--- src/rtl/core/wap2d_pkg.sv ---
// Package for the 2-D window average pool: constants, register indexes, helpers.
// Used by wap2d_div and window_average_pool_2d.
package wap2d_pkg;
    localparam int MaxKernel  = 8;
    localparam int MaxWidth   = 1024;
    localparam int SampleBits = 16;
    localparam int KBits      = 3;   // row slot select
    localparam int ColBits    = 10;
    localparam int StoreDepth = MaxKernel * MaxWidth;
    localparam int AddrBits   = KBits + ColBits;
    localparam int SumBits    = SampleBits + 6;
    localparam int CntBits    = 7;

    localparam logic [2:0] RegKh  = 3'd0;
    localparam logic [2:0] RegKw  = 3'd1;
    localparam logic [2:0] RegSh  = 3'd2;
    localparam logic [2:0] RegSw  = 3'd3;
    localparam logic [2:0] RegPad = 3'd4;
    localparam logic [2:0] RegH   = 3'd5;
    localparam logic [2:0] RegW   = 3'd6;

    // kernel size 0 acts as 1, above 8 acts as 8
    function automatic logic [3:0] clamp_kernel(input logic [3:0] v);
        logic [3:0] r;
        r = v;
        if (v == 4'd0) r = 4'd1;
        else if (v > 4'd8) r = 4'd8;
        return r;
    endfunction

    function automatic logic [3:0] clamp_pad(input logic [2:0] v, input logic [3:0] k);
        logic [3:0] r;
        r = {1'b0, v};
        if (r > k - 4'd1) r = k - 4'd1;
        return r;
    endfunction

    function automatic logic [10:0] clamp_size(input logic [10:0] v);
        logic [10:0] r;
        r = v;
        if (v == 11'd0) r = 11'd1;
        else if (v > 11'd1024) r = 11'd1024;
        return r;
    endfunction
endpackage

--- src/rtl/core/wap2d_div.sv ---
// Restoring signed divider: window sum by sample count, quotient toward zero.
// Depends on wap2d_pkg.
module wap2d_div (
    input  logic                                 i_clk,
    input  logic                                 i_rst_n,
    input  logic                                 i_start,
    input  logic signed [wap2d_pkg::SumBits-1:0] i_sum,
    input  logic [wap2d_pkg::CntBits-1:0]        i_cnt,
    output logic                                 o_done,
    output logic signed [wap2d_pkg::SampleBits-1:0] o_quot
);
    localparam int SB = wap2d_pkg::SumBits;
    localparam int CB = wap2d_pkg::CntBits;

    logic [SB-1:0]       r_num;
    logic [CB:0]         r_rem;
    logic [CB-1:0]       r_den;
    logic                r_neg;
    logic [$clog2(SB+1)-1:0] r_step;
    logic                r_busy;
    logic                r_done;
    logic [CB:0]         n_rem;
    logic [CB:0]         n_sub;
    logic [SB-1:0]       n_q;

    always_comb begin
        n_rem = {r_rem[CB-1:0], r_num[SB-1]};
        n_sub = n_rem - {1'b0, r_den};
    end
    assign n_q = r_neg ? (~r_num + {{(SB-1){1'b0}}, 1'b1}) : r_num;

    // one quotient bit per cycle
    always_ff @(posedge i_clk) begin
        if (!i_rst_n) begin
            r_busy <= 1'b0;
            r_done <= 1'b0;
        end else begin
            r_done <= 1'b0;
            if (i_start) begin
                r_busy <= 1'b1;
                r_num  <= i_sum[SB-1] ? (~i_sum + {{(SB-1){1'b0}}, 1'b1}) : i_sum;
                r_neg  <= i_sum[SB-1];
                r_den  <= i_cnt;
                r_rem  <= '0;
                r_step <= '0;
            end else if (r_busy) begin
                if (!n_sub[CB]) begin
                    r_rem <= n_sub;
                    r_num <= {r_num[SB-2:0], 1'b1};
                end else begin
                    r_rem <= n_rem;
                    r_num <= {r_num[SB-2:0], 1'b0};
                end
                r_step <= r_step + 1'b1;
                if (r_step == $bits(r_step)'(SB-1)) begin
                    r_busy <= 1'b0;
                    r_done <= 1'b1;
                end
            end
        end
    end
    assign o_done = r_done;
    assign o_quot = n_q[wap2d_pkg::SampleBits-1:0];
endmodule

--- config.mk ---
export PLATFORM = sky130hd
export DESIGN_NAME = wap2d_div
export DESIGN_NICKNAME = d
export VERILOG_FILES = /design/src/rtl/core/wap2d_pkg.sv /design/src/rtl/core/wap2d_div.sv
export SDC_FILE = /design/constraint.sdc
export NUM_CORES = 1
export LEC_CHECK = 0
export ABC_AREA = 1
export ABC_CLOCK_PERIOD_IN_PS = 1800
export BUFFER_PORTS_ARGS = -buffer_cell sky130_fd_sc_hd__buf_2
export CAP_MARGIN = 25
export CORE_ASPECT_RATIO = 1.2
export CORE_UTILIZATION = 52
export CTS_CLUSTER_DIAMETER = 100
export CTS_CLUSTER_SIZE = 8
export DETAILED_ROUTE_END_ITERATION = 10
export PLACE_DENSITY = 0.79
export SLEW_MARGIN = 20
export SYNTH_ARGS = -nofsm -noshare
export SYNTH_HDL_FRONTEND = slang
export SYNTH_SLANG_ARGS = --single-unit
--- constraint.sdc ---
create_clock -name i_clk -period 1.8 [get_ports i_clk]
set_input_delay 0.36 -clock i_clk [delete_from_list [all_inputs] [get_ports i_clk]]
set_output_delay 0.36 -clock i_clk [all_outputs]
set_load 0.005 [all_outputs]
# After elaboration in Yosys (flattened, before gate mapping)
# Index checks and enable logic that the tools add are counted.
[totals] regBits=44 inputBits=32 output_inout_bits=17 wordCells=32
[op_classes] n_addsub=4 n_eq_ne=1 muxes=12 bitwise_logic=4 reduce_logical=4
[ops] operator="$mux W22" n=3
[ops] operator="$add A22 B1 Y22 const B" n=1
[ops] operator="$not A22 Y22" n=1
[ops] operator="$add A16 B1 Y16 const B" n=1
[ops] operator="$mux W16" n=1
[ops] operator="$not A16 Y16" n=1
[ops] operator="$mux W7" n=2
[ops] operator="$sub A8 B7 Y8" n=1
[ops] operator="$add A5 B1 Y5 const B" n=1
[ops] operator="$eq A5 B5 Y1 const B" n=1
[ops] operator="$mux W1" n=5
[ops] operator="$mux W5" n=1
[ops] operator="$reduce_and A2 Y1" n=2
[ops] operator="$reduce_or A3 Y1" n=1
[ops] operator="$not A1 Y1" n=2
[ops] operator="$reduce_bool A2 Y1" n=1

# Depth between registers and ports, before layout
# Gate-level depths: netlist of run 1.
[logic_depth] ltp_word=4 ltp_mapped=11 mapped_depth_nobuf=11

# Least setup slack after synthesis of run 1
# OpenSTA, ideal clock, no wires.
[synth_timing] path_type="input -> register" start="input i_start" end="register r_num[0], enable pin" setup_ps=392 arrival_ps=1345 required_time_ps=1408 path_slack_ps=63 cell_stages=3 n_path_buf=1 path_cell_list="buf_2 -> nand2_1 -> nand2_1"
[synth_between] elab_chain_cells=2
[synth_rtl] element="start, declared" line="wap2d_div.sv:6" text="input logic i_start,"
[synth_rtl] element="$reduce_bool A2 Y1 (no source line)"
[synth_rtl] element="$reduce_and A2 Y1 (no source line)"
[synth_rtl] element="end signal, assigned" line="wap2d_div.sv:41" text="r_num <= i_sum[SB-1] ? (~i_sum + {{(SB-1){1'b0}}, 1'b1}) : i_sum;"
[synth_rtl] element="end signal, assigned" line="wap2d_div.sv:49" text="r_num <= {r_num[SB-2:0], 1'b1};"
[synth_rtl] element="end signal, assigned" line="wap2d_div.sv:52" text="r_num <= {r_num[SB-2:0], 1'b0};"
[synth_rtl] element="end, declared" line="wap2d_div.sv:15" text="logic [SB-1:0] r_num;"
# Every way passes these cells.
# A chain may end at the register's enable or synchronous reset.

# Final worst setup path of run 1
[layout_timing] start="register r_num[1]" end="output o_quot[14] in the netlist's numbering"
[layout_between] elab_chain_cells=3
[layout_rtl] element="$not A16 Y16" line="wap2d_div.sv:30" text="assign n_q = r_neg ? (~r_num + {{(SB-1){1'b0}}, 1'b1}) : r_num;"
[layout_rtl] element="$add A16 B1 Y16" line="wap2d_div.sv:30"
[layout_rtl] element="$mux W16" line="wap2d_div.sv:30"
[layout_rtl] element="end, declared" line="wap2d_div.sv:10" text="output logic signed [wap2d_pkg::SampleBits-1:0] o_quot"
# Every way passes these cells.

==> results of run 1 <==
[final timing paths]
| check | from | to | slack [ns] |
|---|---|---|---|
| setup reg to reg | r_rem[3] | r_rem[2] | -0.03 |
| setup / recovery | r_num[1] | o_quot[14] | -0.28 |
| hold reg to reg | r_busy | o_done | 0.46 |
| hold / removal | i_cnt[4] | r_den[4] | 0.22 |
[worst register-to-register path: stages (launching register included)]
cell and delay (ns):
edfxtp_1 0.46, ha_4 0.25, nand2_1 0.07, nand2_2 0.08, a21oi_4 0.23, nand2_4 0.10, nand2_4 0.11, nand2_2 0.08
nor2_1 0.14, nor2_1 0.07
[cells in the final DEF (no fill, tap or decap), types with 2 or more instances in the layout]
master    netlist  final
nor2_2          1      5
ha_4            0      5
nor3_1          4      4
buf_2           4     48
nand2_4         1      4
clkbuf_8        0      5
a21oi_1         8      7
nand3_4         0      2
nand3b_1        2      2
buf_4           2     33
o31ai_1         2      2
nand3_1        45     41
nand2_1       118    109
xnor2_1         8      8
inv_1          61     55
inv_2           0      6
xor2_1         13     13
nor2_4          1      3
edfxtp_1       42     42
o21ai_0        22     22
ha_1           11      5
o211ai_1        2      2
nand4_1         4      4
nand3_2         2      4
nand2_2         5     11
nor2_1         48     42
dfxtp_1         2      2
[flip-flops by register name (all words and copies together), names as in the netlist]
register	count
r_step	5
o_done	1
r_busy	1
r_den	7
r_num	22
r_rem	7
r_neg	1
[logic make-up after synthesis]
kind of cell,after synthesis,share of synthesized area
flops,44,0.4145
fa+ha+maj,12,0.05022
simple gates,232,0.3169
buf+inv,71,0.08888
xor+xnor,21,0.05859
compound gates,39,0.07095
[cell type report]
| type | count | area, µm² |
|---|---|---|
| Multi-Input combinational cell | 304 | 1730 |
| Clock buffer | 5 | 68.82 |
| Tap cell | 80 | 100.1 |
| Clock inverter | 3 | 46.29 |
| Sequential cell | 44 | 1301 |
| Inverter | 61 | 229.0 |
| Timing Repair Buffer | 82 | 508.0 |
| Fill cell | 445 | 1759 |
[metal layers]
metal | global-route usage | part of all wire | wire, µm | up-vias
met5 | 0 | 0 | 0 | -
met4 | 0.07665 | 0.021 | 165 | 0
met3 | 0.03819 | 0.042 | 335 | 15
met2 | 0.4265 | 0.51 | 4050 | 81
met1 | 0.3139 | 0.43 | 3421 | 1422
li1 | - | - | - | 1516
[metrics by stage]
stage          setup WS [ns]  cell area (µm²)  power, mW  hold WS [ns]  instances
6_report             -0.2809             3984      3.228        0.2177        579
3_3_place_gp        -0.03587             3577      2.194        0.4405        555
4_1_cts              -0.2747             3805      3.081        0.2191        570
5_1_grt              -0.4164             3984      3.391        0.2147        579
2_1_floorplan        0.06271             3139      1.921        0.4296        419
3_5_place_dp        -0.04815             3577      2.229        0.4463        555
[repair_timing]
item,CTS,global route
gates resized for setup,15,27
buffers inserted,7,9
endpoints found under the setup margin,17,21
endpoints found under the hold margin,0,0
pin swaps,12,22
[power breakdown]
group	internal (mW)	switching (mW)
combinational	0.475	0.620
clock	0.419	0.387
sequential	1.26	0.0717
==> results.cfg, run 1 <==
[layout]
layout-drive-gt1-share = 0.2705
fin_util = 0.6937
design.final.nets = 542
n_antenna_cell = 0
area_growth_pct = 26.90

[cts]
cts_tree = done
cts_root_buf = clkbuf_8
cts.reportedPaths.clkPinSlew_ns = 0.10
cts-hold-fix-buffers = 0
clock_buffer_count_from_cts = 5
clock_latency_ns = 0.31
tritoncts_num_sinks = 44
cts_htree_levels = 2
number_of_buffers_between_clock_root_and_the_deepest_sink = 2

[synthesis]
ys_warn_count = 0
mappedNetlistArea_um2 = 3139
synth_top_cells_by_count = nand2_1 (118), inv_1 (61), nor2_1 (48), nand3_1 (45), edfxtp_1 (42)
synth_enable_flop_cells = 42
synth.top_cells.by_area = edfxtp_1 (40%), nand2_1 (14%), inv_1 (7.3%)
postSynthNetCount = 463
syn-instance-count = 419
synth_top_cell_area_share = 0.4018
synth_async_sr_flop_share = 0
cell_type_with_the_largest_total_area_after_synthesis = edfxtp_1
synth_most_common_cell = nand2_1
synthFlopType = edfxtp_1
syn_avg_cell_area_um2 = 7.492
synth_cell_type_count = 32
seq_area_frac_synth = 0.4145
synth-seq-cells = 44

[floorplan]
initial_standard_cell_utilization_of_the_core = 0.5466
fp-row-count = 30
design.portCount = 49
die_y_um = 87.12
area_of_the_core_um2 = 5743
die_x_um = 72.93
die_area_um2 = 6353

[worst_setup_path]
worstPathCellList = inv_2, ha_4, nand4_1, nor2_2, nand2_1, nand2_2, nand2_1, nand2_1, nand2_1, buf_2
worstSetupPathDepth = 10
cp-end-kind = output pin
worstPathBufferInverterCount = 2
timing.critical_path.from_type = flop
critical_path_peak_fanout = 3
cp_data_required_time_ns = 1.44
cp_data_arrival_time_ns = 1.72
cp_slowest_stage_delay_ns = 0.43
critPathMostFrequentCell = nand2_1
criticalPathCategory = flop to output pin
worst_r2r_path_depth = 9
slowest_stage = edfxtp_1
worst_path_dominant_cell_family = simple AND/OR/NAND/NOR gates

[drt]
post-route-drc-count = 0
final_ant_viol_nets = 0
drtPass1Iterations = 5
route.detailed.wl_per_inst_um = 13.77
drt_first_iter_violations = 186
number_of_vias_in_the_routed_layout = 3034
routed_wl_um = 7972
route.detailed.vias_per_inst = 5.240

[global_routing]
globalRoute.totalOverflow = 0
grt_max_degree = 36
grt_pass1_vias = 2804
grt_util_all_layers = 0.2461
global_route_wire_length_before_repair_um = 12120
antenna_violations_before_repair = 0

[timing]
pnr_worst_setup_slack_ns = -0.2809
fmax_mhz = 480.6
finalSetupViolCount = 15
number_of_hold_slack_violations_in_the_final_timing_report = 0
final.period_utilization = 1.156
slew_at_the_pin_closest_to_its_max_slew_limit_ns = 0.4129
worst_clock_skew_ns = 0.01053
maxSlewHeadroom = 0.7244
rsz0062_at_grt = true
timing.setup.tns_ns = -2.539
finalCriticalPeriod_ns = 2.081
finalMaxSlewViolations = 0

[run_status]
failed_checks = negative setup slack
status = finished with violations

[min_path]
timing.hold.worst.class = primary input to flop
hold-path-cell-count = 1

[pwr]
irDropWorstVdd_mv = 0.4543
leakage_nw = 1.916
power.density_cell_area_nw_per_um2 = 810.3

[placement]
detailedPlacementHpwl_um = 5487
port_buffers = 48
gp_congestion = 0.8834

[job]
max_capacitance_violation_count = 0
No activity file was read; power rests on OpenSTA's default activity.
==> run 2, diff against run 1 <==
ABC_AREA = default   (was 1)
CORE_UTILIZATION = 51   (was 52)
PLACE_DENSITY = 0.78   (was 0.79)
==> run 2 against run 1 <==
  * First-iteration DRC count rose by 1.1%
  * Sequential power fell by 4%
  * Cell count fell by 16%
  * The flow still finishes with violations (negative setup slack)
  * Critical endpoint is now o_quot[12]
  * Clock skew rose by 0.0014 ns
  * Highest routed layer unchanged
  * Core utilization rose by 16 points
  * Design area rose by 15%
  * Largest cell class unchanged
==> results.cfg, run 2 <==
[run_status]
status = finished with violations
failed_checks = negative setup slack

[timing]
number_of_hold_slack_violations_in_the_final_timing_report = 0
finalSetupViolCount = 32
rsz0062_at_grt = true
finalMaxSlewViolations = 0
slew_at_the_pin_closest_to_its_max_slew_limit_ns = 0.6087
finalCriticalPeriod_ns = 2.355
maxSlewHeadroom = 0.5904
fmax_mhz = 424.5
timing.setup.tns_ns = -9.087
pnr_worst_setup_slack_ns = -0.5555
worst_clock_skew_ns = 0.01191
final.period_utilization = 1.309

[floorplan]
fp-row-count = 29
die_x_um = 70.63
die_area_um2 = 5958
design.portCount = 49
initial_standard_cell_utilization_of_the_core = 0.5368
die_y_um = 84.36
area_of_the_core_um2 = 5370

[drt]
route.detailed.vias_per_inst = 6.141
sum_of_routed_wire_segments_on_met1_um = 3555
routed_wire_length_on_met2_um = 5157
post-route-drc-count = 0
routed_length_on_met3_um = 609
route.detailed.wl_per_inst_um = 20.20
drtPass1Iterations = 5
routed_wl_um = 9878
dr.max_layer_used = met4
drt_first_iter_violations = 188
number_of_vias_in_the_routed_layout = 3003
final_ant_viol_nets = 0

[global_routing]
globalRoute.totalOverflow = 0
grt_max_degree = 23
global_route_wire_length_before_repair_um = 13410
antenna_violations_before_repair = 0
grt_util_all_layers = 0.2938
grt_pass1_vias = 2915

[cts]
clock_buffer_count_from_cts = 5
cts_root_buf = clkbuf_8
cts.reportedPaths.clkPinSlew_ns = 0.09
cts_tree = done
cts_htree_levels = 2
tritoncts_num_sinks = 44
clock_latency_ns = 0.30
number_of_buffers_between_clock_root_and_the_deepest_sink = 2
cts-hold-fix-buffers = 0

[layout]
layout_commonest_cell = buf_4
largestRegisters = r_num (22), r_den (7), r_rem (7)
fin_util = 0.8507
fillers = 263
area_growth_pct = 58.46
layoutNonFillerInstCount = 489
design.final.nets = 470
largest_register = r_num
n_antenna_cell = 0
max_reg_flops = 22
layout-drive-gt1-share = 0.5433
layout.cells.most_common_list = buf_4 (75), buf_2 (46), edfxtp_1 (42), nor2_1 (30), a21oi_1 (23)

[synthesis]
synth_most_common_cell = edfxtp_1
syn-instance-count = 289
seq_area_frac_synth = 0.4514
postSynthNetCount = 333
ys_warn_count = 0
synth_top_cells_by_count = edfxtp_1 (42), a21oi_1 (34), nor2_1 (30), xnor2_1 (23), o21ai_0 (18)
syn_avg_cell_area_um2 = 9.975
synthFlopType = edfxtp_1
synth_enable_flop_cells = 42
synth-seq-cells = 44
mappedNetlistArea_um2 = 2883
synth_top_cell_area_share = 0.4375
synth_async_sr_flop_share = 0
synth_cell_type_count = 48
cell_type_with_the_largest_total_area_after_synthesis = edfxtp_1
synth.top_cells.by_area = edfxtp_1 (44%), xnor2_1 (7.0%), a21oi_1 (5.9%)

[pwr]
leakage_nw = 1.824
irDropWorstVdd_mv = 0.4871
power.density_cell_area_nw_per_um2 = 722.7
post-layout-total-power_mw = 3.301

[worst_setup_path]
criticalPathCategory = flop to output pin
cp-end-kind = output pin
cp_data_arrival_time_ns = 2.00
cp_data_required_time_ns = 1.44
critical_path_peak_fanout = 3
timing.critical_path.from_type = flop

[job]
max_capacitance_violation_count = 0

[placement]
gp_congestion = 0.9224
port_buffers = 48
dp.cells = 462
detailedPlacementHpwl_um = 5318
pre_cts_slack_ns = -0.5701

[min_path]
timing.hold.worst.class = primary input to flop
## run 2: changes by cell type after synthesis, moves of 5 or more
cell     before  now
nor2_1       48   30
a31oi_1       1    6
inv_1        61   17
o41ai_1       0    5
nand2_1     118    9
xnor2_1       8   23
a21oi_1       8   34
nand3_1      45    6
nand2_2       5    0
o31ai_1       2    7
## run 2: per-stage QoR
stage / hold slack, ns / area (µm²)
finish: 0.2245 / 4568
CTS: 0.2253 / 4217
floorplan: 0.4144 / 2973
global placement: 0.4219 / 3794
detailed placement: 0.4298 / 3794
global route: 0.2205 / 4568
## run 2: final cells by class
cell class              count  area (µm²)  share of cell area
inverters                  17       63.81             0.01397
well taps                  62       77.57             0.01698
repair buffers            139       996.0              0.2180
flip-flops and latches     44        1301              0.2849
clock inverters             2       35.03            0.007669
clock buffers               6       72.57             0.01589
multi-input cells         219        2022              0.4426
## run 2: path summary, 6_finish.rpt
check	startpoint	depth (start not counted)	slack [ns]	endpoint
max	r_num[1]	7	-0.56	o_quot[12]
min	i_cnt[3]	1	0.22	r_den[3]
max reg2reg	r_rem[0]	8	-0.46	r_rem[3]
min reg2reg	r_busy	2	0.45	o_done
## run 2: kinds of logic (layout without fill, tap and decap cells)
kind of cell | Yosys count | count (layout) | synth area share
adder cells (fa/ha/maj) | 12 | 12 | 0.05469
multiplexers | 1 | 1 | 0.003472
flip-flops | 44 | 44 | 0.4514
buffers and inverters | 26 | 164 | 0.03516
AO/OA/AOI/OAI | 87 | 87 | 0.1931
AND/OR/NAND/NOR | 81 | 81 | 0.1467
XOR/XNOR | 38 | 38 | 0.1155
## run 2: report_power, final
group          internal (mW)  leakage [nW]  switching [mW]
sequential              1.23         0.416          0.0584
clock                  0.413        0.0552           0.364
combinational          0.614          1.35           0.627
total                   2.25          1.82            1.05
## run 2: worst max-delay path: stages (launching register included)
cell and delay [ns]:
edfxtp_1 0.49, inv_2 0.13, ha_4 0.13, nor2b_4 0.16, nand4_1 0.22, o31ai_2 0.27, xnor2_1 0.15, buf_2 0.13
## run 2: routing by layer
layer | GRT usage | vias to the layer above
met5 | 0 | -
met2 | 0.5446 | 175
met1 | 0.3185 | 1434
met3 | 0.05282 | 47
li1 | - | 1347
met4 | 0.1473 | 0
## run 2: timing repair
action | CTS | global route
pin swaps | 44 | 39
buffers inserted | 8 | 16
endpoints found under the setup margin | 34 | 34
resized for setup | 62 | 50
